### config.mk
export PLATFORM = sky130hd
export DESIGN_NAME = psched_alu
export DESIGN_NICKNAME = d
export VERILOG_FILES = /design/src/rtl/psched_pkg.sv /design/src/rtl/psched_alu.sv
export SDC_FILE = /design/constraint.sdc
export NUM_CORES = 1
export LEC_CHECK = 0
export ABC_AREA = 1
export ABC_CLOCK_PERIOD_IN_PS = 2850
export BUFFER_PORTS_ARGS = -buffer_cell sky130_fd_sc_hd__buf_2
export CAP_MARGIN = 30
export CELL_PAD_IN_SITES_DETAIL_PLACEMENT = 0
export CELL_PAD_IN_SITES_GLOBAL_PLACEMENT = 1
export CORE_MARGIN = 2
export CORE_UTILIZATION = 36
export DETAILED_ROUTE_END_ITERATION = 8
export PLACE_DENSITY_LB_ADDON = 0.1
export SYNTH_ARGS = -nofsm -noshare
export SYNTH_HDL_FRONTEND = slang
export SYNTH_SLANG_ARGS = --single-unit
### constraint.sdc
create_clock -name vclk -period 2.85
set_input_delay 0.57 -clock vclk [all_inputs]
set_output_delay 0.57 -clock vclk [all_outputs]
set_load 0.02 [all_outputs]
### src/rtl/psched_pkg.sv
// Package for the priority task scheduler: sizes, operation and state codes,
// and the request type of the shared arithmetic unit. No dependencies.
`timescale 1ns / 1ps
package psched_pkg;

   localparam int TASKS  = 32;
   localparam int LEVELS = 32;
   localparam int TASK_W  = $clog2(TASKS);
   localparam int LEVEL_W = $clog2(LEVELS);
   localparam int CNT_W   = $clog2(TASKS + 1);

   localparam logic [2:0] FUNC_ACTIVATE = 3'd0;
   localparam logic [2:0] FUNC_SLEEP    = 3'd1;
   localparam logic [2:0] FUNC_TSLEEP   = 3'd2;
   localparam logic [2:0] FUNC_WAKEUP   = 3'd3;
   localparam logic [2:0] FUNC_DORMANT  = 3'd4;
   localparam logic [2:0] FUNC_TICK     = 3'd5;

   localparam logic [1:0] ST_STANDBY = 2'd0;
   localparam logic [1:0] ST_READY   = 2'd1;
   localparam logic [1:0] ST_WAIT    = 2'd2;
   localparam logic [1:0] ST_DORMANT = 2'd3;

   typedef enum logic {
      ALU_ADD_SAT,
      ALU_LE
   } alu_op_type;

   typedef struct packed {
      alu_op_type  op;
      logic [31:0] a;
      logic [31:0] b;
   } alu_req_type;

   typedef struct packed {
      logic [31:0] sum;
      logic        le;
   } alu_rsp_type;

endpackage

### src/rtl/psched_alu.sv
// Shared 32-bit unit of the scheduler: saturating add and unsigned compare.
// Depends on psched_pkg.
`timescale 1ns / 1ps
module psched_alu (
   input  psched_pkg::alu_req_type req,
   output psched_pkg::alu_rsp_type rsp
);

   logic [32:0] sum_wide;

   // add with saturation at all ones, compare a <= b
   always_comb begin
      sum_wide = {1'b0, req.a} + {1'b0, req.b};
      rsp.sum  = sum_wide[32] ? 32'hffff_ffff : sum_wide[31:0];
      rsp.le   = (req.op == psched_pkg::ALU_LE) && (req.a <= req.b);
   end

endmodule

# ---- Word-level counts from Yosys, hierarchy flattened
# Cells that the tools add are included.
dict set report word_totals {
  out_inout_bits 33
  elab_cells 4
  regBits 0
}
dict set report op_classes {
  muxes 1
  n_lt_le_gt_ge 1
  addsub 1
  reduce_logical 1
}
# op count
set op_table {}
lappend op_table {{adder 32 x 32 -> 33 bit} 1}
lappend op_table {{less-or-equal comparator 32 bit} 1}
lappend op_table {{2-to-1 mux 32 bit} 1}
lappend op_table {{logical AND 1 bit} 1}

# ---- Longest topological paths before layout
# Gate-level depths: netlist of run 1.
dict set report logic_depth {
  word_depth 2
  mapped_depth 15
  ltp_nobuf 15
}

# ---- Worst setup path before layout of run 1
# No wires, ideal clock.
dict set report synth_path {
  kind {input to output}
  start {input port req[0] (netlist bit)}
  end {output port rsp[17] (netlist bit)}
  path_stages 11
  t_required_ps 2280
  path_slack_ps 164
  arrival_ps 2116
  path_buffers 1
  path_cell_list {ha_1 > fa_1 > nand2_1 > nand2_1 > nand4_1 > nand2_2 > nand2_2 > nand2_2 > a21oi_4 > buf_6 > nand3_1}
}
# item line
set synth_rtl {}
lappend synth_rtl {{start, declared} psched_alu.sv:5} ;# input psched_pkg::alu_req_type req,
lappend synth_rtl {{end, declared} psched_alu.sv:6} ;# output psched_pkg::alu_rsp_type rsp

==> results of run 1 <==
## synth_stat cells, drive strengths merged
| library cell | n |
|---|---|
| nand2 | 221 |
| inv | 159 |
| nor2 | 65 |
| ha | 64 |
| nand3 | 60 |
| a21oi | 33 |
| o21ai | 15 |
| nand4 | 14 |
| nor3 | 8 |
| or2 | 7 |
| buf | 6 |
| o21bai | 6 |
| nand3b | 4 |
| and3 | 3 |
| and2 | 2 |
| a21o | 1 |
| clkinv | 1 |
| fa | 1 |
| nor2b | 1 |
## through the flow
step	setup slack (ns)	TNS (ns)
4_1_cts	-0.1319	-2.243
3_3_place_gp	-0.1892	-4.957
5_1_grt	-0.2074	-4.205
6_report	-0.1256	-1.703
2_1_floorplan	0.1644	0
3_5_place_dp	-0.1994	-5.269
## placed cells by master, fill, tap and decap left out, types with 3 or more instances in the layout
master      n
or2_2       6
o21ai_1     3
inv_1     157
o21bai_1    5
ha_4       11
a21oi_1    23
nand2_2    18
nor2_2     16
nor2_4      3
ha_2        8
a21oi_2     8
nand3_2    14
nand3b_1    4
nand3_4    12
buf_2      69
nand4_1    14
nand2_1   201
buf_4     106
buf_8       3
buf_12      3
o21ai_0    11
buf_6      29
nor3_2      5
ha_1       45
nor3_1      3
nand3_1    34
nor2_1     46
## worst paths after layout
check | end | from | slack, ns
setup / recovery | rsp[25] | req[0] | -0.13
hold / removal | rsp[0] | req[64] | 1.45
## routing by layer
| metal | vias to the layer above | routed length, um | global-route usage, % |
|---|---|---|---|
| li1 | 2475 | - | - |
| met1 | 2090 | 5969 | 31.72 |
| met2 | 101 | 6652 | 46.05 |
| met3 | 12 | 321 | 0.6840 |
| met4 | 0 | 142 | 4.615 |
| met5 | - | 0 | 0 |
## power breakdown
| part | total (W) | internal (W) | leakage, nW | switching (W) |
|---|---|---|---|---|
| logic | 0.00138 | 0.000638 | 3.34 | 0.000744 |
| clock network | 0 | 0 | 0 | 0 |
| registers | 0 | 0 | 0 | 0 |
| total | 0.00138 | 0.000638 | 3.34 | 0.000744 |
## layout make-up
class / count / area (um2)
fill: 943 / 3615
timing repair buffer: 212 / 1628
tap: 129 / 161.4
inverter: 160 / 600.6
multi-input combinational: 505 / 3323
## cell families after synthesis
logic type,Yosys count,share of synthesized area [%]
and+or+nand+nor,385,48.24
buffers and inverters,166,18.79
adders and majority gates,65,23.56
AOI/OAI and AO/OA,55,9.411
## what timing repair did
item	4_1_cts	5_1_grt
setup endpoints to repair	33	33
cloned	3	0
pin swaps	14	12
endpoints found under the hold margin	0	0
resized for setup	132	44
buffers inserted	9	3
==> impl_metrics.toml, run 1 <==
[setup_path]
cp.depth = 15
crit_family = "buffers and inverters"
arrival_ns = 2.41
cpPeakStageDelay_ns = 0.34
worstPathRequired_ns = 2.28
path_class = "input port to primary output"
cp_max_fo = 5
path_buf_inv = 5
crit_path_end_kind = "primary output"
cpMostUsedCell = "nand2_2"
critPathLaunchType = "input port"
cp_cell_sequence = "buf_8 > ha_4 > fa_2 > nand2_2 > nand2_2 > nand4_1 > nand2_2 > nand2_2 > nand2_2 > a21oi_4 > buf_6 > buf_12 > buf_12 > nand3_2 > buf_6"
critPathSlowestCell = "fa_2"

[synth]
synth-warning-count = 0
syn_inst = 671
synth_top_area_share_pct = 23.49
synth_seq_area_share_pct = 0
synth.distinct_cells = 30
syn_area_per_cell_um2 = 5.191
synth_area_leaders = "nand2_1 23%, ha_1 23%, inv_1 17%"
syn-num-nets = 801
yosys.area.top_type = "nand2_1"
synthesis.area_um2 = 3483

[timing]
setup_viol = 25
layout_worst_path_cycle_share_pct = 104.4
timing.hold.ws_ns = 1.453
timing.slew.headroom_pct = 76.66
grt_setup_unrepaired = "true"
finalHoldViolations = 0
fmaxAchievable_mhz = 336.1
tightest_slew_ns = 0.3465
finalCriticalPeriod_ns = 2.976
drv_slew = 0
setup_slack_ns = -0.1256

[layout]
fin_area_um2 = 5713
seq_cell_count = 0
final_core_util_pct = 61.25
clock_buffer_count = 0
drive_above_1_share_pct = 37.06
fin_cells = 1006
antenna_cells = 0
layout.nets = 1009
area_growth_pct = 64.01
regArea_um2 = 0

[floorplanning]
rows = 35
core_region_area_um2 = 9328
dieArea_um2 = 10480
die_x_um = 102.4
io_pins = 98
floorplan.initialDensity_pct = 37.34
die_y_um = 102.4

[route]
routedWlPerCell_um = 13.01
drt-initial-drc-count = 181
drcViolationCount = 0
finalWirelength_mm = 13.09
vias_per_cell = 4.650
vias = 4678
antenna_left = 0
dr.pass1.iters = 5

[pwr]
p_leak_nw = 3.335
ir_drop_mv = 0.1252
finalPower_w = 0.001382
powerDensity_nw_per_um2 = 241.9

[clock_network]
hold_buffers = 0

[job]
max-cap-violations = 0

[hold_path]
hold_class = "input port to primary output"
hold-path-cell-count = 4

[global_routing]
antenna_found_initial = 0
grt_pass1_wl_mm = 20.72
grt_pass1_vias = 4591
grt_util_all_layers_pct = 24.64
grt_max_degree = 8
gr-total-overflow = 0

[status]
status = "finished with violations"
violations = "negative setup slack"

[place]
dp.cells = 994
place_area_um2 = 4860
port-buffer-count = 98
gp_congestion = 0.8971
dp_hpwl_mm = 10.87
No activity file was read; power rests on OpenSTA's default activity.
==> run 2, diff against run 1 <==
- CELL_PAD_IN_SITES_DETAIL_PLACEMENT: 0 -> not set
- CELL_PAD_IN_SITES_GLOBAL_PLACEMENT: 1 -> not set
- CORE_UTILIZATION: 36 -> 42
- PLACE_DENSITY: not set -> 0.67
- PLACE_DENSITY_LB_ADDON: 0.1 -> not set
==> impl_metrics.toml, run 2 (synthesis results as in run 1) <==
[floorplanning]
rows = 33
floorplan.initialDensity_pct = 42.82
die_x_um = 95.07
core_region_area_um2 = 8134
io_pins = 98
die_y_um = 95.07
dieArea_um2 = 9038

[place]
port-buffer-count = 98
gp_congestion = 0.9968
dp_hpwl_mm = 10.13

[status]
violations = "negative setup slack"
status = "finished with violations"

[timing]
setup_slack_ns = -0.08154
finalSetupTns_ns = -1.590
layout_worst_path_cycle_share_pct = 102.9
setup_viol = 32
timing.slew.headroom_pct = 79.65
finalCriticalPeriod_ns = 2.932
drv_slew = 0
fmaxAchievable_mhz = 341.1
finalHoldViolations = 0
tightest_slew_ns = 0.3021
grt_setup_unrepaired = "true"

[setup_path]
arrival_ns = 2.36
critPathSlowestCell = "fa_2"
cpMostUsedCell = "nand2_2"
cp_cell_sequence = "buf_8 > ha_4 > fa_2 > nand2_2 > nand2_2 > nand4_1 > nand2_2 > nand2_2 > nand2_2 > a21oi_4 > buf_6 > buf_12 > nand3_4 > buf_6"
cp_max_fo = 5
path_class = "input port to primary output"
crit_path_end_kind = "primary output"
worstPathRequired_ns = 2.28
cpPeakStageDelay_ns = 0.34
critPathLaunchType = "input port"

[pwr]
p_switching_w = 0.0007713
p_leak_nw = 3.247
swShare_pct = 54.67
internal_power_w = 0.0006394
finalPower_w = 0.001411
powerDensity_nw_per_um2 = 247.6
power_frac_comb_pct = 100.0
ir_drop_mv = 0.1309
pwr-share-clk_pct = 0
seqPwrFrac_pct = 0

[global_routing]
grt_pass1_vias = 4736
grt_util_all_layers_pct = 27.42
grt_pass1_wl_mm = 20.27
met3_usage_pct = 1.186
grt.met1_usage_pct = 33.00
grt_max_degree = 8
antenna_found_initial = 0
grt_util_met2_pct = 51.70
top_usage_layer = "met2"
gr-total-overflow = 0

[job]
max-cap-violations = 0

[layout]
seq_cell_count = 0
final_common_cell = "nand2_1"
layout.nets = 984
n_fill_cell = 701
final_cell_mix = "202 x nand2_1, 156 x inv_1, 80 x buf_4, 64 x buf_2, 46 x nor2_1"
area_growth_pct = 63.54
drive_above_1_share_pct = 36.74
regArea_um2 = 0
clock_buffer_count = 0
antenna_cells = 0

[route]
dr.pass1.iters = 6
antenna_left = 0
routedWlPerCell_um = 13.80
drcViolationCount = 0
drt-initial-drc-count = 380
finalWirelength_mm = 13.21
vias_per_cell = 5.118
vias = 4898

[hold_path]
holdPathEnd = "rsp[0]"
hold-path-cell-count = 4
min-delay-start = "req[64]"
hold_class = "input port to primary output"

[clock_network]
hold_buffers = 0
## run 2: cell types whose count changed in the layout (fill, tap and decap cells not counted), moves of 2 or more
cell	change
buf_4	-26
nand3_4	+8
ha_1	-7
buf_6	+6
ha_4	+6
buf_2	-5
nand3_1	-5
nand3_2	-3
nor2_2	-2
nor2_4	+2
## run 2: worst max path at each step
stage,slack (ns),startpoint,cells past startpoint,end
floorplan,0.16,req[0],11,rsp[17]
global placement,-0.26,req[24],11,rsp[0]
detailed placement,-0.23,req[24],11,rsp[0]
CTS,-0.1,req[32],15,rsp[30]
global route,-0.18,req[5],14,rsp[18]
finish,-0.08,req[0],14,rsp[27]
## run 2: worst max-delay path, delay by kind of cell
kind,cells,cell delay [ns]
compound gates,1,0.17
fa+ha+maj,2,0.50
buf+inv,4,0.53
simple gates,7,0.58
## run 2: layout make-up
| class | instances | area, um2 | area share [%] |
|---|---|---|---|
| well taps | 105 | 131.4 | 2.306 |
| repair buffers | 187 | 1463 | 25.68 |
| inverters | 160 | 600.6 | 10.54 |
| multi-input cells | 505 | 3502 | 61.48 |
## run 2: power groups by stage
stage	Combinational [W]	Clock, W	Sequential (W)
after global placement	0.000999	0	0
after detailed placement	0.00102	0	0
final	0.00141	0	0
after CTS	0.00126	0	0
after global routing	0.00153	0	0
after floorplan	0.000622	0	0
## run 2: what timing repair did
item,in CTS,in global routing
pin swaps,11,16
setup buffers,9,5
gates cloned,3,0
gates resized for setup,121,96
endpoints found under the setup margin,33,33
## run 2: per-stage QoR
step | setup WS, ns | util (%) | cells | cell area, um2 | hold WS, ns
floorplan | 0.1644 | - | 671 | 3483 | 1.257
global placement | -0.2630 | 56.79 | 942 | 4619 | 1.479
detailed placement | -0.2295 | 56.79 | 942 | 4619 | 1.471
CTS | -0.09608 | 64.87 | 954 | 5276 | 1.476
global route | -0.1764 | 70.04 | 957 | 5697 | 1.464
finish | -0.08154 | 70.04 | 957 | 5697 | 1.454
## run 2: metal layers
metal  share of wire (%)  vias to the layer above
met2                  51                      215
met1                  39                     2220
met4                 3.6                        0
li1                    -                     2421
met3                 5.6                       42
met5                   0                        -
==> run 3, diff against run 2 <==
- ABC_CLOCK_PERIOD_IN_PS: 2850 -> 3600
- CAP_MARGIN: 30 -> 25
- clock period: 2.85 -> 3.6 ns (I/O delays scaled with it)
==> impl_metrics.toml, run 3 (synthesis results as in run 1) <==
[clock_network]
hold_buffers = 0
cts_resized = 0
cts_setup_buffers = 0

[global_routing]
grt_max_degree = 28
grt_pass1_wl_mm = 17.63
grt_pass1_vias = 3965
gr-total-overflow = 0
antenna_found_initial = 0
grt_util_all_layers_pct = 23.91

[setup_path]
cpPeakStageDelay_ns = 0.38
worstPathRequired_ns = 2.88
arrival_ns = 2.68
cp_cell_sequence = "buf_2 > ha_1 > fa_1 > nand2_1 > nand2_1 > nand4_1 > nand2_2 > nand2_2 > nand2_2 > a21oi_4 > buf_12 > nand3_1 > buf_2"
crit_path_end_kind = "primary output"
path_buf_inv = 3
path_class = "input port to primary output"
cpMostUsedCell = "nand2_2"
critPathLaunchType = "input port"
crit_family = "simple AND/OR/NAND/NOR gates"
critPathSlowestCell = "fa_1"
cp_max_fo = 27

[pwr]
p_leak_nw = 2.629
powerDensity_nw_per_um2 = 175.8
ir_drop_mv = 0.08222

[route]
drcViolationCount = 0
finalWirelength_mm = 10.75
vias = 4307
dr.pass1.iters = 5
routedWlPerCell_um = 12.34
antenna_left = 0
vias_per_cell = 4.945
drt-initial-drc-count = 207

[layout]
clock_buffer_count = 0
drive_above_1_share_pct = 17.10
antenna_cells = 0
n_fill_cell = 910
layout.nets = 898
final_common_cell = "nand2_1"
regArea_um2 = 0
fin_area_um2 = 4086
seq_cell_count = 0
final_cell_mix = "218 x nand2_1, 157 x inv_1, 98 x buf_2, 64 x ha_1, 63 x nor2_1"
area_growth_pct = 17.31
final_core_util_pct = 50.24

[timing]
layout_worst_path_cycle_share_pct = 94.40
drv_slew = 0
timing.hold.ws_ns = 1.790
grt_setup_unrepaired = "false"
finalHoldViolations = 0
finalCriticalPeriod_ns = 3.398
fmaxAchievable_mhz = 294.3
timing.slew.headroom_pct = 75.49
setup_viol = 0
finalSetupTns_ns = 0
tightest_slew_ns = 0.3639

[hold_path]
hold-path-cell-count = 4
min-delay-start = "req[64]"
holdPathEnd = "rsp[0]"
hold_class = "input port to primary output"

[floorplanning]
io_pins = 98
die_x_um = 95.07
core_region_area_um2 = 8134
die_y_um = 95.07
floorplan.initialDensity_pct = 42.82
dieArea_um2 = 9038
rows = 33

[place]
place_area_um2 = 4086
dp_hpwl_mm = 9.512
port-buffer-count = 98
gp_congestion = 0.9599

[status]
status = "finished clean"

[job]
max-cap-violations = 0
## run 3: area by class of cell
cell class / count / area, um2 / share of cell area (%)
Timing Repair Buffer: 101 / 525.5 / 12.86
Inverter: 160 / 600.6 / 14.70
Tap cell: 105 / 131.4 / 3.215
Multi-Input combinational cell: 505 / 2829 / 69.23
## run 3: report_power, final
group	switching, W	leakage, nW	internal (W)
clock network	0	0	0
registers	0	0	0
logic	0.000470	2.63	0.000248
total	0.000470	2.63	0.000248
## run 3: worst max-delay path by stage
stage / startpoint / to / slack, ns / cells past startpoint
after CTS: req[0] / rsp[12] / 0.20 / 13
after global routing: req[25] / rsp[0] / 0.05 / 10
after floorplan: req[0] / rsp[17] / 0.61 / 11
after detailed placement: req[0] / rsp[12] / 0.21 / 13
after global placement: req[0] / rsp[15] / 0.25 / 13
final: req[0] / rsp[12] / 0.20 / 13
## run 3: tightest hold or removal path: cells and delay by family
family	cells	cell delay (ns)
AO/OA/AOI/OAI	1	0.05
buffers and inverters	3	0.30
## run 3: metrics by stage
| stage | cells | power (W) | setup WS [ns] |
|---|---|---|---|
| 3_3_place_gp | 871 | 0.0007080 | 0.2507 |
| 5_1_grt | 871 | 0.0008029 | 0.04889 |
| 3_5_place_dp | 871 | 0.0007144 | 0.2077 |
| 4_1_cts | 871 | 0.0007173 | 0.1973 |
| 6_report | 871 | 0.0007186 | 0.2016 |
| 2_1_floorplan | 671 | 0.0004923 | 0.6144 |
## run 3: layer usage
| metal | routed length (um) | global-route usage (%) | vias up |
|---|---|---|---|
| met5 | 0 | 0 | - |
| met4 | 212 | 4.227 | 0 |
| met3 | 593 | 0.7905 | 16 |
| met2 | 5056 | 43.66 | 136 |
| met1 | 4890 | 31.49 | 1903 |
| li1 | - | - | 2252 |
