===== src/rtl/psched_pkg.sv =====
// Package for the priority task scheduler: sizes, operation and state codes,
// and the request type of the shared arithmetic unit. No dependencies.
`timescale 1ns / 1ps
package psched_pkg;

   localparam int TASKS  = 32;
   localparam int LEVELS = 32;
   localparam int TASK_W  = $clog2(TASKS);
   localparam int LEVEL_W = $clog2(LEVELS);
   localparam int CNT_W   = $clog2(TASKS + 1);

   localparam logic [2:0] FUNC_ACTIVATE = 3'd0;
   localparam logic [2:0] FUNC_SLEEP    = 3'd1;
   localparam logic [2:0] FUNC_TSLEEP   = 3'd2;
   localparam logic [2:0] FUNC_WAKEUP   = 3'd3;
   localparam logic [2:0] FUNC_DORMANT  = 3'd4;
   localparam logic [2:0] FUNC_TICK     = 3'd5;

   localparam logic [1:0] ST_STANDBY = 2'd0;
   localparam logic [1:0] ST_READY   = 2'd1;
   localparam logic [1:0] ST_WAIT    = 2'd2;
   localparam logic [1:0] ST_DORMANT = 2'd3;

   typedef enum logic {
      ALU_ADD_SAT,
      ALU_LE
   } alu_op_type;

   typedef struct packed {
      alu_op_type  op;
      logic [31:0] a;
      logic [31:0] b;
   } alu_req_type;

   typedef struct packed {
      logic [31:0] sum;
      logic        le;
   } alu_rsp_type;

endpackage


===== src/rtl/psched_ffs.sv =====
// Find-first-set over the bitmap of non-empty priority levels.
// Depends on psched_pkg.
`timescale 1ns / 1ps
module psched_ffs (
   input  logic [psched_pkg::LEVELS-1:0]  bits,
   output logic [psched_pkg::LEVEL_W-1:0] first,
   output logic                           any
);

   // scan from the least urgent level down so the most urgent wins
   always_comb begin
      first = '0;
      for (int i = psched_pkg::LEVELS - 1; i >= 0; i--) begin
         if (bits[i]) begin
            first = psched_pkg::LEVEL_W'(i);
         end
      end
      any = |bits;
   end

endmodule


===== config.mk =====
export PLATFORM = sky130hd
export DESIGN_NAME = psched_ffs
export DESIGN_NICKNAME = d
export VERILOG_FILES = /design/src/rtl/psched_pkg.sv /design/src/rtl/psched_ffs.sv
export SDC_FILE = /design/constraint.sdc
export NUM_CORES = 1
export LEC_CHECK = 0
export ABC_AREA = 1
export BUFFER_PORTS_ARGS = -buffer_cell sky130_fd_sc_hd__buf_2
export CAP_MARGIN = 0
export CORE_AREA = 2 2 39 41
export DETAILED_ROUTE_END_ITERATION = 8
export DIE_AREA = 0 0 41 43
export PLACE_DENSITY_LB_ADDON = 0.2
export REMOVE_ABC_BUFFERS = 1
export SYNTH_ARGS = -nofsm -noshare
export SYNTH_HDL_FRONTEND = slang
export SYNTH_SLANG_ARGS = --single-unit
export TNS_END_PERCENT = 1

===== constraint.sdc =====
create_clock -name vclk -period 2.4
set_input_delay 0.36 -clock vclk [all_inputs]
set_output_delay 0.36 -clock vclk [all_outputs]
set_load 0.01 [all_outputs]

After elaboration in Yosys (flattened, before gate mapping)
Index checks and enable logic that the tools add are counted.
{"block": "totals", "mem_bits_rw": 0, "elab_cells": 33, "out_inout_bits": 6, "inputBits": 32, "latch_bits": 0, "rom_bits": 0, "memories": 0, "ff_bits": 0}
{"block": "classes", "multipliers": 0, "shift": 0, "reduce_logical": 1, "n_eq_ne": 0, "mux": 32, "n_bitwise": 0, "n_addsub": 0, "magnitude_cmp": 0, "div": 0}
{"cell": "$mux 5", "count": 32}
{"cell": "$reduce_or 32->1", "count": 1}

Depth between registers and ports, before layout
Gate-level depths: netlist (run 1).
{"block": "depth", "ltp_word": 32, "ltp_mapped": 31, "ltp_nobuf": 31}

Worst setup path after synthesis (run 1)
No wires, ideal clock.
{"block": "synth_path", "kind": "input -> output", "from": "input port bits[30] (netlist name)", "to": "output port first[0] (netlist name)", "setup_slack_ns": 0.275, "cell_stages": 31, "required_ns": 2.040, "arrival_time_ns": 1.765, "n_path_buf": 0, "path_cell_list": "inv_1 nand2_1 nand2_1 nand2_1 nand2_1 nand2_1 nand2_1 nand2_1 nand2_1 nand2_1 nand2_1 nand2_1 nand2_1 nand2_1 nand2_1 nand2_1 nand2_1 nand2_1 nand2_1 nand2_1 nand2_1 nand2_1 nand2_1 nand2_1 nand2_1 nand2_1 nand2_1 nand2_1 nand2_1 nand2_1 a21oi_2"}
{"block": "synth_via", "elab_chain_len": 31}
{"item": "start: declaration", "line_no": "psched_ffs.sv:5", "rtl": "input logic [psched_pkg::LEVELS-1:0] bits,"}
{"item": "$mux 5 (31 in series)", "line_no": "psched_ffs.sv:14", "rtl": "if (bits[i]) begin"}
{"item": "end: declaration", "line_no": "psched_ffs.sv:6", "rtl": "output logic [psched_pkg::LEVEL_W-1:0] first,"}
Every way passes these cells.

Worst setup path after layout (run 1)
Same ends and word-level chain as after synthesis.

==> results of run 1 <==
power by group through the flow:
stage / clock network [mW] / registers [mW] / logic (mW)
6_report: 0 / 0 / 0.0883
5_1_grt: 0 / 0 / 0.101
4_1_cts: 0 / 0 / 0.0885
3_5_place_dp: 0 / 0 / 0.0870
3_3_place_gp: 0 / 0 / 0.0853
2_1_floorplan: 0 / 0 / 0.0468
timing repair:
item,4_1_cts,5_1_grt
endpoints found under the setup margin,1,1
pin swaps,0,1
resized for setup,2,2
Yosys cell counts (all sizes together):
| cell type | number |
|---|---|
| o21bai | 1 |
| nand3 | 2 |
| a31oi | 1 |
| nor2 | 15 |
| inv | 31 |
| nor4 | 2 |
| o21ai | 1 |
| nor3 | 2 |
| a211oi | 1 |
| a311oi | 1 |
| a21boi | 1 |
| nand2 | 43 |
| a21oi | 3 |
| bufinv | 2 |
| o31ai | 1 |
worst max-delay path: cells and delay by family:
family | cells | cell delay, ns
buffers and inverters | 3 | 0.26
and+or+nand+nor | 29 | 1.34
AOI/OAI and AO/OA | 1 | 0.10
final timing paths:
check	endpoint	depth (start not counted)
max	first[0]	33
min	first[0]	3
area by class of cell:
class,count,area share
well taps,16,0.0289
repair buffers,38,0.284
multi-input cells,74,0.468
inverters,33,0.219
through the flow:
stage | total power [mW] | util | worst slack, ns | hold WS (ns) | TNS, ns
floorplan | 0.0468 | - | 0.275 | 0.746 | 0
global placement | 0.0853 | 0.492 | -0.0291 | 0.982 | -0.0291
detailed placement | 0.0870 | 0.492 | -0.0517 | 0.984 | -0.0517
CTS | 0.0885 | 0.496 | -0.0264 | 0.985 | -0.0264
global route | 0.101 | 0.500 | -0.304 | 0.999 | -0.304
finish | 0.0883 | 0.500 | -0.00354 | 0.983 | -0.00354
layer usage:
layer  global-route usage  wire (µm)  vias to the layer above  share of wire
met4                    0          0                        0              0
li1                     -          -                      389              -
met1                0.133        440                      258           0.43
met2                0.231        525                       18           0.51
met3                    0         65                        0          0.063
met5                    0          0                        -              0
logic make-up (layout without fill, tap and decap cells):
family          after synthesis  after routing  synth area share
simple gates                 64             64             0.532
compound gates               10             10             0.146
buf+inv                      33             71             0.322
==> summary by stage, run 1 <==
Floorplan
The number of placement rows is 14. For this configuration, the core starts out at a cell density of 0.340. The horizontal die dimension is 41 µm. The placeable core region is 1380 µm². The number of top-level design ports is 38. The floorplan die height is 43 µm.

The area enclosed by the die boundary is roughly 1800 µm².

Global routing
The first global-routing pass estimated 1580 µm of wire. For this run, the total global-route usage over all layers was measured as 0.116. The via count of the first global-routing pass is 510. The maximum number of pins on one net before global-route repair is 4. The number of antenna violations at the first check in global routing came to 0. The remaining global-route overflow is 0.

Placed design
Routability-driven placement finished with a final weighted congestion of around 0.71. The HPWL after detailed placement is between 900 and 1000 µm. The area of placed instances is about 680 µm². Once placement completed, the tool counted placed cells totaling between 150 and 200. Input and output buffers added on the ports amount to 38.

Final layout
0 antenna diodes ended up in the layout. The finished cells cover 692 µm². The clock buffer count in the final layout is 0. Counting the fill cells in the layout gives 158. The area growth from synthesis to final layout is 47.1%.

In the final layout, the share of cells above drive strength 1 is 0.331. The commonest non-fill, non-tap cell in the layout is sky130_fd_sc_hd__nand2_1. The area of the multi-input gates is 324 µm².

The final layout net count is between 150 and 200. Leaving out fill and tap cells, the most frequent cells in the layout are sky130_fd_sc_hd__nand2_1 (41), sky130_fd_sc_hd__buf_2 (37), sky130_fd_sc_hd__inv_1 (26), sky130_fd_sc_hd__nor2_1 (15), sky130_fd_sc_hd__inv_2 (5). The final instance count without filler cells is ~160.

Sequential cells placed in the final layout were counted as 0. The sequential cells in the finished layout cover a total of 0 µm².

Worst hold path
The classification of the worst-slack hold path is in -> out. The worst hold path begins at bits[0].

Power and ir drop
The share of total power dissipated in the clock network is 0. The sequential share of power is 0. The internal portion of the total power is between 40 and 50 µW. The maximum vdd drop is between 0.05 and 0.06 mV. Dividing total power by cell area gives a power density of about 130 nW/µm². The analysis attributes to cell leakage a power of approximately 0.47 nW. Of the total power, the share spent switching nets is 0.487.

Summed over all nets, the switching power comes to around 43 µW. The fraction of power consumed by combinational cells is 1.000.

Setup path
The delay of the slowest critical-path stage is 0.13 ns. The data arrival time of the critical path is between 2 and 2.5 ns. Along the worst path, the maximum fanout reaches 2. STA puts the critical path data required time at 2.04 ns.

The worst setup path is captured at an output port. For this design, the slowest cell found on the critical path is sky130_fd_sc_hd__buf_2. The startpoint kind of the worst setup timing path is an input pin. The classification of the worst setup path is in -> out. The origin of the worst setup path is bits[30]. The cell seen most often among critical-path stages is sky130_fd_sc_hd__nand2_1.

Synth
In the post-synthesis netlist, the biggest area contributors are sky130_fd_sc_hd__nand2_1 (34%), sky130_fd_sc_hd__inv_1 (22%), sky130_fd_sc_hd__nor2_1 (12%), sky130_fd_sc_hd__bufinv_8 (7.4%), sky130_fd_sc_hd__inv_2 (3.2%). The cell type contributing the most total cell area after synthesis is sky130_fd_sc_hd__nand2_1. The distinct cell type count of the synthesized netlist is 17. The cell area that synthesis handed to floorplanning was between 400 and 500 µm². In the synthesized netlist, the number of instances is roughly 110. Of the synthesized area, sequential elements account for 0. The top cell type's share of synthesized area is 0.343. The number of synthesis warnings is 0.

The synthesized area per cell is ~4.4 µm².

Timing
The measured slew at the worst slew-check pin is roughly 0.32 ns. The maximum achievable frequency is about 420 MHz. Setup repair after global routing could not meet its margin everywhere.

The final worst setup slack is -0.00354 ns. The number of pins exceeding their max-slew limit in the final report is 0. The worst relative slew slack is 0.782. The total of endpoints with negative setup slack in the final report is 1. The final-report hold violation count came to 0. The worst path in the final design needs a cycle of 2.40 ns, including I/O delays and setup. The final critical-path share of the clock period is 1.00.

CTS
The count of buffers added by post-CTS timing repair for setup is 0. The count of hold-fix buffers inserted at cts is 0.

Detailed routing
Using the TritonRoute via totals, the vias-per-cell ratio works out to 4.13. For this block, the via count after detailed routing is ~670. The first routing iteration left 2 violations. The first detailed-routing pass took 2 iterations. The total DRC errors in the routed layout is 0.

The post-route antenna net violation count is 0. The detailed-route wire length is roughly 1000 µm. After detailed routing, the average wire length per cell comes to about 6.4 µm.

Status
The checks that failed: negative setup slack. The flow ran to the end, but the final reports show violations.

Job
The number of max-cap violations is 0.
Note: power is estimated with default switching activity, not from simulation.
==> run 2: changes to the inputs <==
Settings changed: PLACE_DENSITY from default to 0.74, PLACE_DENSITY_LB_ADDON 0.2 to default.
==> summary by stage, run 2 (synthesis results as in run 1) <==
Timing
The minimum hold slack came to 0.988 ns (+0.00462 ns). The measured slew at the worst slew-check pin is 0.332 ns (+0.00745 ns). The final-report hold violation count came to 0 (unchanged). The worst relative slew slack is 0.777 (-0.00501). The final critical-path share of the clock period was 1.00 (+0.00104). Setup repair after global routing could not meet its margin everywhere. The total of endpoints with negative setup slack in the final report is 1 (unchanged). The final worst setup slack is -0.00604 ns (-0.00249 ns). The number of pins exceeding their max-slew limit in the final report was 0 (unchanged). The maximum achievable frequency came to 416 MHz (-0.10%). The shortest period the worst path allows came to 2.41 ns (+0.00249 ns).

Detailed routing
The post-route antenna net violation count is 0 (unchanged). The total DRC errors in the routed layout is 0 (unchanged). The count of vias placed by the detailed router is 682 (+2.6%). The via density per instance is 4.24 (+2.6%).

The count of TritonRoute iterations in the first routing pass is 2 (unchanged). The detailed-route wire length is 1050 µm (+2.1%). The DRC violation total after the first TritonRoute iteration is 1 (-1). The average wire length per cell after detail routing was 6.55 µm (+2.1%).

Floorplan
The area enclosed by the die boundary was 1760 µm² (unchanged). The initial core utilization came to 0.340 (unchanged). The horizontal die dimension is 41 µm (unchanged). The number of placement rows is 14 (unchanged).

The placeable core region was 1380 µm² (unchanged). The floorplan die height is 43 µm (unchanged). The number of top-level design ports is 38 (unchanged).

Setup path
STA classifies the critical path endpoint as an output port. The cell seen most often among critical-path stages is sky130_fd_sc_hd__nand2_1. The cell family with the largest share of critical-path delay is simple AND/OR/NAND/NOR gates. STA classifies the critical path startpoint as an input pin. The maximum net fanout on the critical path was 2 (unchanged). The delay of the slowest critical-path stage came to 0.14 ns (about the same). The logic depth of the worst path, buffers included was 33 (unchanged). The data required time at the worst endpoint is 2.04 ns (about the same). The number of buffer and inverter instances along the worst setup path was 3 (unchanged). The critical path is of the in -> out type. The data arrival time of the critical path came to 2.05 ns (about the same). The critical path's slowest cell is sky130_fd_sc_hd__buf_2.

CTS
The count of hold-fix buffers inserted at cts is 0 (unchanged). The count of buffers added by post-CTS timing repair for setup is 0 (unchanged).

Final layout
From synthesis to final layout, the design area changed by 46.0%. Leaving out fill and tap cells, the most frequent cell in the layout is sky130_fd_sc_hd__nand2_1. In the layout the commonest cells are sky130_fd_sc_hd__nand2_1 (43), sky130_fd_sc_hd__buf_2 (37), sky130_fd_sc_hd__inv_1 (26), sky130_fd_sc_hd__nor2_1 (15), sky130_fd_sc_hd__inv_2 (5). The area taken by flip-flops and latches is 0 µm² (unchanged). The total of fill cells in the finished design was 145 (-8.2%). The number of antenna cells inserted is 0 (unchanged). The clock buffer count in the final layout is 0 (unchanged). The flip-flop and latch count came to 0 (unchanged). The share of cells above drive strength 1 is 0.317 (-0.0138).

The finished layout cell area is 687 µm² (-0.72%). The final layout net count is 179 (unchanged).

Job
The number of max-cap violations is 0 (unchanged).

Worst hold path
The launch instance of the worst min-delay path is bits[0]. The number of cells on the worst hold path is 3 (unchanged). The end point of the most critical hold path is first[0].

The classification of the worst-slack hold path is in -> out.

Placed design
The pre-CTS setup slack is -0.0464 ns (+0.00533 ns). The HPWL after detailed placement is 1000 µm (+2.5%). The number of buffers added on ports is 38 (unchanged). The area of placed instances was 681 µm² (unchanged).

The routability congestion estimate is 0.680 (-3.8%).

Power and ir drop
The static power due to leakage is 0.471 nW (-0.11%). The areal power density over the cells was 128 nW/µm² (+0.22%). The maximum vdd drop came to 0.0471 mV (-12%).

Status
The checks that failed: negative setup slack. The run finished, with violations left.

Global routing
The number of antenna violations at the first check in global routing came to 0 (unchanged). The aggregate global-route resource usage was 0.129 (+0.0130). The remaining global-route overflow is 0 (unchanged). The via count of the first global-routing pass is 564 (+11%).

The global-route wire length before repair is 1770 µm (+12%). The maximum number of pins on one net before global-route repair is 4 (unchanged).
[run 2: routing by layer]
| layer | track usage | share of wire | up-vias |
|---|---|---|---|
| li1 | - | - | 389 |
| met1 | 0.139 | 0.42 | 268 |
| met2 | 0.266 | 0.48 | 25 |
| met3 | 0 | 0.099 | 0 |
| met4 | 0 | 0 | 0 |
| met5 | 0 | 0 | - |
[run 2: what timing repair did]
item | in CTS | in global routing
pin swaps | 0 | 1
endpoints found under the setup margin | 1 | 1
gates resized for setup | 2 | 0
[run 2: report_power, final]
group / internal, mW / total, mW / switching [mW]
registers: 0 / 0 / 0
clock network: 0 / 0 / 0
logic: 0.0449 / 0.0878 / 0.0429
total: 0.0449 / 0.0878 / 0.0429
[run 2: worst max-delay path by stage]
stage | startpoint | end | slack, ns
finish | bits[30] | first[0] | -0.006
global route | bits[30] | first[0] | -0.28
CTS | bits[30] | first[0] | -0.03
detailed placement | bits[30] | first[0] | -0.05
global placement | bits[30] | first[0] | -0.03
floorplan | bits[30] | first[0] | 0.27
[run 2: metrics by stage]
step	instances	power, mW	utilization	setup TNS, ns
6_report	161	0.0878	0.496	-0.00604
5_1_grt	161	0.100	0.496	-0.279
4_1_cts	161	0.0886	0.496	-0.0260
3_5_place_dp	161	0.0871	0.492	-0.0464
3_3_place_gp	161	0.0851	0.492	-0.0268
2_1_floorplan	107	0.0468	-	0
[run 2: final cells by class]
type / count / area [µm²] / share of cell area
inverter: 33 / 151 / 0.220
multi-input combinational: 74 / 319 / 0.464
tap: 16 / 20.0 / 0.0291
timing repair buffer: 38 / 196 / 0.286
==> run 3: changes to the inputs <==
Settings changed: ABC_AREA 1 to 0, PLACE_DENSITY 0.74 to 0.7.
==> summary by stage, run 3 <==
Placed design
The number of buffers added on ports is 38 (unchanged). The HPWL after detailed placement is 1170 µm (+17%). The routability congestion estimate is 0.836 (+23%). The pre-CTS setup slack was 0.444 ns (+0.490 ns). The area of placed instances came to 596 µm² (-13%).

Final layout
The clock buffer count in the final layout came to 0 (unchanged). The top cell types in the final layout, fill and taps aside, are sky130_fd_sc_hd__buf_2 (38), sky130_fd_sc_hd__nor2_1 (10), sky130_fd_sc_hd__nor4_1 (7), sky130_fd_sc_hd__a21oi_1 (7), sky130_fd_sc_hd__inv_1 (6). The area of the multi-input gates is 363 µm² (+14%).

Leaving out fill and tap cells, the most frequent cell in the layout is sky130_fd_sc_hd__buf_2. The share of cells above drive strength 1 is 0.417 (+0.100). The total of fill cells in the finished design is 155 (+6.9%). The final design utilization came to 0.430 (-0.0660). The final layout net count is 137 (-23%).

The number of antenna cells inserted is 0 (unchanged). The area taken by flip-flops and latches came to 0 µm² (unchanged). Compared with the post-synthesis result, the final layout area differs by 54.5%. The flip-flop and latch count is 0 (unchanged).

The finished layout cell area is 596 µm² (-13%).

Status
The run finished with clean final reports.

Detailed routing
The via density per instance is 5.36 (+27%). The count of TritonRoute iterations in the first routing pass is 3 (+1). The DRC violation total after the first TritonRoute iteration was 2 (+1). The detailed-route wire length is 1290 µm (+23%). The total DRC errors in the routed layout is 0 (unchanged). The post-route antenna net violation count is 0 (unchanged). The average wire length per cell after detail routing is 10.9 µm (+66%). The count of vias placed by the detailed router is 638 (-6.5%).

Floorplan
The area enclosed by the die boundary is 1760 µm² (unchanged). The initial core utilization is 0.278 (-0.0615). The placeable core region is 1380 µm² (unchanged).

The number of placement rows is 14 (unchanged). The number of top-level design ports is 38 (unchanged). The horizontal die dimension came to 41 µm (unchanged). The floorplan die height is 43 µm (unchanged).

Synth
The dominant cell by count in the synthesized netlist is sky130_fd_sc_hd__nor2_1. The synthesized area per cell is 5.93 µm² (+35%). The main combinational cell family by area after synthesis is simple AND/OR/NAND/NOR gates. The mapped cell area is 385 µm² (-18%). By area the synthesized netlist is led by sky130_fd_sc_hd__nor4_1 (11%), sky130_fd_sc_hd__nor2_1 (9.7%), sky130_fd_sc_hd__a21oi_1 (9.1%), sky130_fd_sc_hd__o31ai_1 (7.8%), sky130_fd_sc_hd__nor3_1 (6.5%). The number of synthesis warnings is 0 (unchanged).

The simple logic cell fraction of the synthesized area is 0.555 (+0.0233). Counting instances in the post-synthesis netlist gives the leading cell types as sky130_fd_sc_hd__nor2_1 (10), sky130_fd_sc_hd__a21oi_1 (7), sky130_fd_sc_hd__nor4_1 (7), sky130_fd_sc_hd__inv_1 (6), sky130_fd_sc_hd__nor3_1 (5). The distinct cell type count of the synthesized netlist is 24 (+7).

The adder-cell share of the synthesized area is 0 (unchanged). The top cell type's share of synthesized area was 0.114 (-0.229). The synthesized instance count is 65 (-39%). The biggest area contributor in the post-synthesis netlist is sky130_fd_sc_hd__nor4_1. The parity-gate share of the synthesized area counting xor and xnor cells is 0 (unchanged).

The share of synthesized area occupied by flip-flops and latches is 0 (unchanged). The synthesized-area fraction occupied by ao, oa, aoi and oai cells is 0.386 (+0.240). The portion of netlist area occupied by mux cells is 0 (unchanged).

Timing
The number of pins exceeding their max-slew limit in the final report is 0 (unchanged). The final-report hold violation count is 0 (unchanged). The total of endpoints with negative setup slack in the final report is 0 (-1).

The final critical-path share of the clock period is 0.803 (-0.199). Setup repair after global routing left no endpoint under its margin. The worst relative slew slack came to 0.650 (-0.127). The setup TNS came to 0 ns (+0.00604 ns).

The minimum hold slack is 1.01 ns (+0.0231 ns). The maximum achievable frequency is 519 MHz (+25%). The measured slew at the worst slew-check pin came to 0.520 ns (+0.188 ns).

The shortest period the worst path allows is 1.93 ns (-0.478 ns). The final worst setup slack is 0.472 ns (+0.478 ns).

Setup path
The critical path is of the in -> out type. The worst setup path is launched from an input pin. The data arrival time of the critical path is 1.57 ns (-0.48 ns).

The data required time at the worst endpoint is 2.04 ns (about the same). The maximum net fanout on the critical path was 5 (+3). The capturing element type of the critical path is an output port.

Global routing
The via count of the first global-routing pass is 546 (-3.2%). The remaining global-route overflow was 0 (unchanged). The global-route wire length before repair was 2100 µm (+19%). The number of antenna violations at the first check in global routing was 0 (unchanged). The aggregate global-route resource usage is 0.158 (+0.0290). The maximum number of pins on one net before global-route repair is 6 (+2).

Power and ir drop
The areal power density over the cells was 126 nW/µm² (-1.6%). The switching fraction of total power is 0.538 (+0.0494). The maximum vdd drop is 0.0547 mV (+16%).

The net load switching power came to 40.3 µW (-6.1%). The static power due to leakage was 0.272 nW (-42%). The share of total power in the clock network is 0 (unchanged).

The internal power of the cells is 34.6 µW (-23%). The sequential share of power was 0 (unchanged). The fraction of power consumed by combinational cells came to 1.000 (about the same).

Worst hold path
The classification of the worst-slack hold path is in -> out.

CTS
The count of hold-fix buffers inserted at cts was 0 (unchanged). The post-cts sizing count is 0 (-2). The count of buffers added by post-CTS timing repair for setup was 0 (unchanged).

Job
The number of max-cap violations is 0 (unchanged).
==> run 3: cell count changes in the layout (fill, tap and decap cells not counted), moves of 3 or more <==
cell / change
sky130_fd_sc_hd__nor3_1: +3
sky130_fd_sc_hd__nor4_1: +5
sky130_fd_sc_hd__a21oi_1: +5
sky130_fd_sc_hd__inv_1: -20
sky130_fd_sc_hd__nand2_1: -40
sky130_fd_sc_hd__o31ai_1: +3
sky130_fd_sc_hd__inv_2: -5
sky130_fd_sc_hd__nor2_1: -5
==> run 3: power by group through the flow <==
stage | registers, mW | logic (mW) | clock network, mW
3_5_place_dp | 0 | 0.0747 | 0
4_1_cts | 0 | 0.0750 | 0
2_1_floorplan | 0 | 0.0256 | 0
6_report | 0 | 0.0749 | 0
3_3_place_gp | 0 | 0.0729 | 0
5_1_grt | 0 | 0.0844 | 0
==> run 3: worst max-delay path, cell delays in order <==
cell and delay (ns):
sky130_fd_sc_hd__buf_2 0.12, sky130_fd_sc_hd__nor3b_1 0.20, sky130_fd_sc_hd__nor3_1 0.08, sky130_fd_sc_hd__o31ai_1 0.21, sky130_fd_sc_hd__o2111ai_1 0.14, sky130_fd_sc_hd__a221oi_1 0.27
sky130_fd_sc_hd__buf_2 0.19
==> run 3: cell type report <==
class / instances / share of cell area
well taps: 16 / 0.0336
repair buffers: 38 / 0.319
multi-input cells: 59 / 0.609
inverters: 6 / 0.0378
==> run 3: final timing paths <==
| kind | start | endpoint | cells past startpoint |
|---|---|---|---|
| max | bits[28] | first[0] | 7 |
| min | bits[0] | first[0] | 3 |
==> run 3: per-stage QoR <==
step                      cells  total power, mW
final                       119           0.0749
after global routing        119           0.0844
after CTS                   119           0.0750
after detailed placement    119           0.0747
after global placement      119           0.0729
after floorplan              65           0.0256
==> run 3: kinds of logic (layout without fill, tap and decap cells) <==
| group | Yosys count | in the layout |
|---|---|---|
| AO/OA/AOI/OAI | 22 | 22 |
| AND/OR/NAND/NOR | 37 | 37 |
| buffers and inverters | 6 | 44 |
==> run 3: per-layer routing <==
metal  global-route usage  part of all wire  vias to the layer above
met5                    0                 0                        -
met4                    0                 0                        0
met3                    0             0.053                        0
met2                0.281              0.50                       14
met1                0.215              0.45                      286
li1                     -                 -                      338
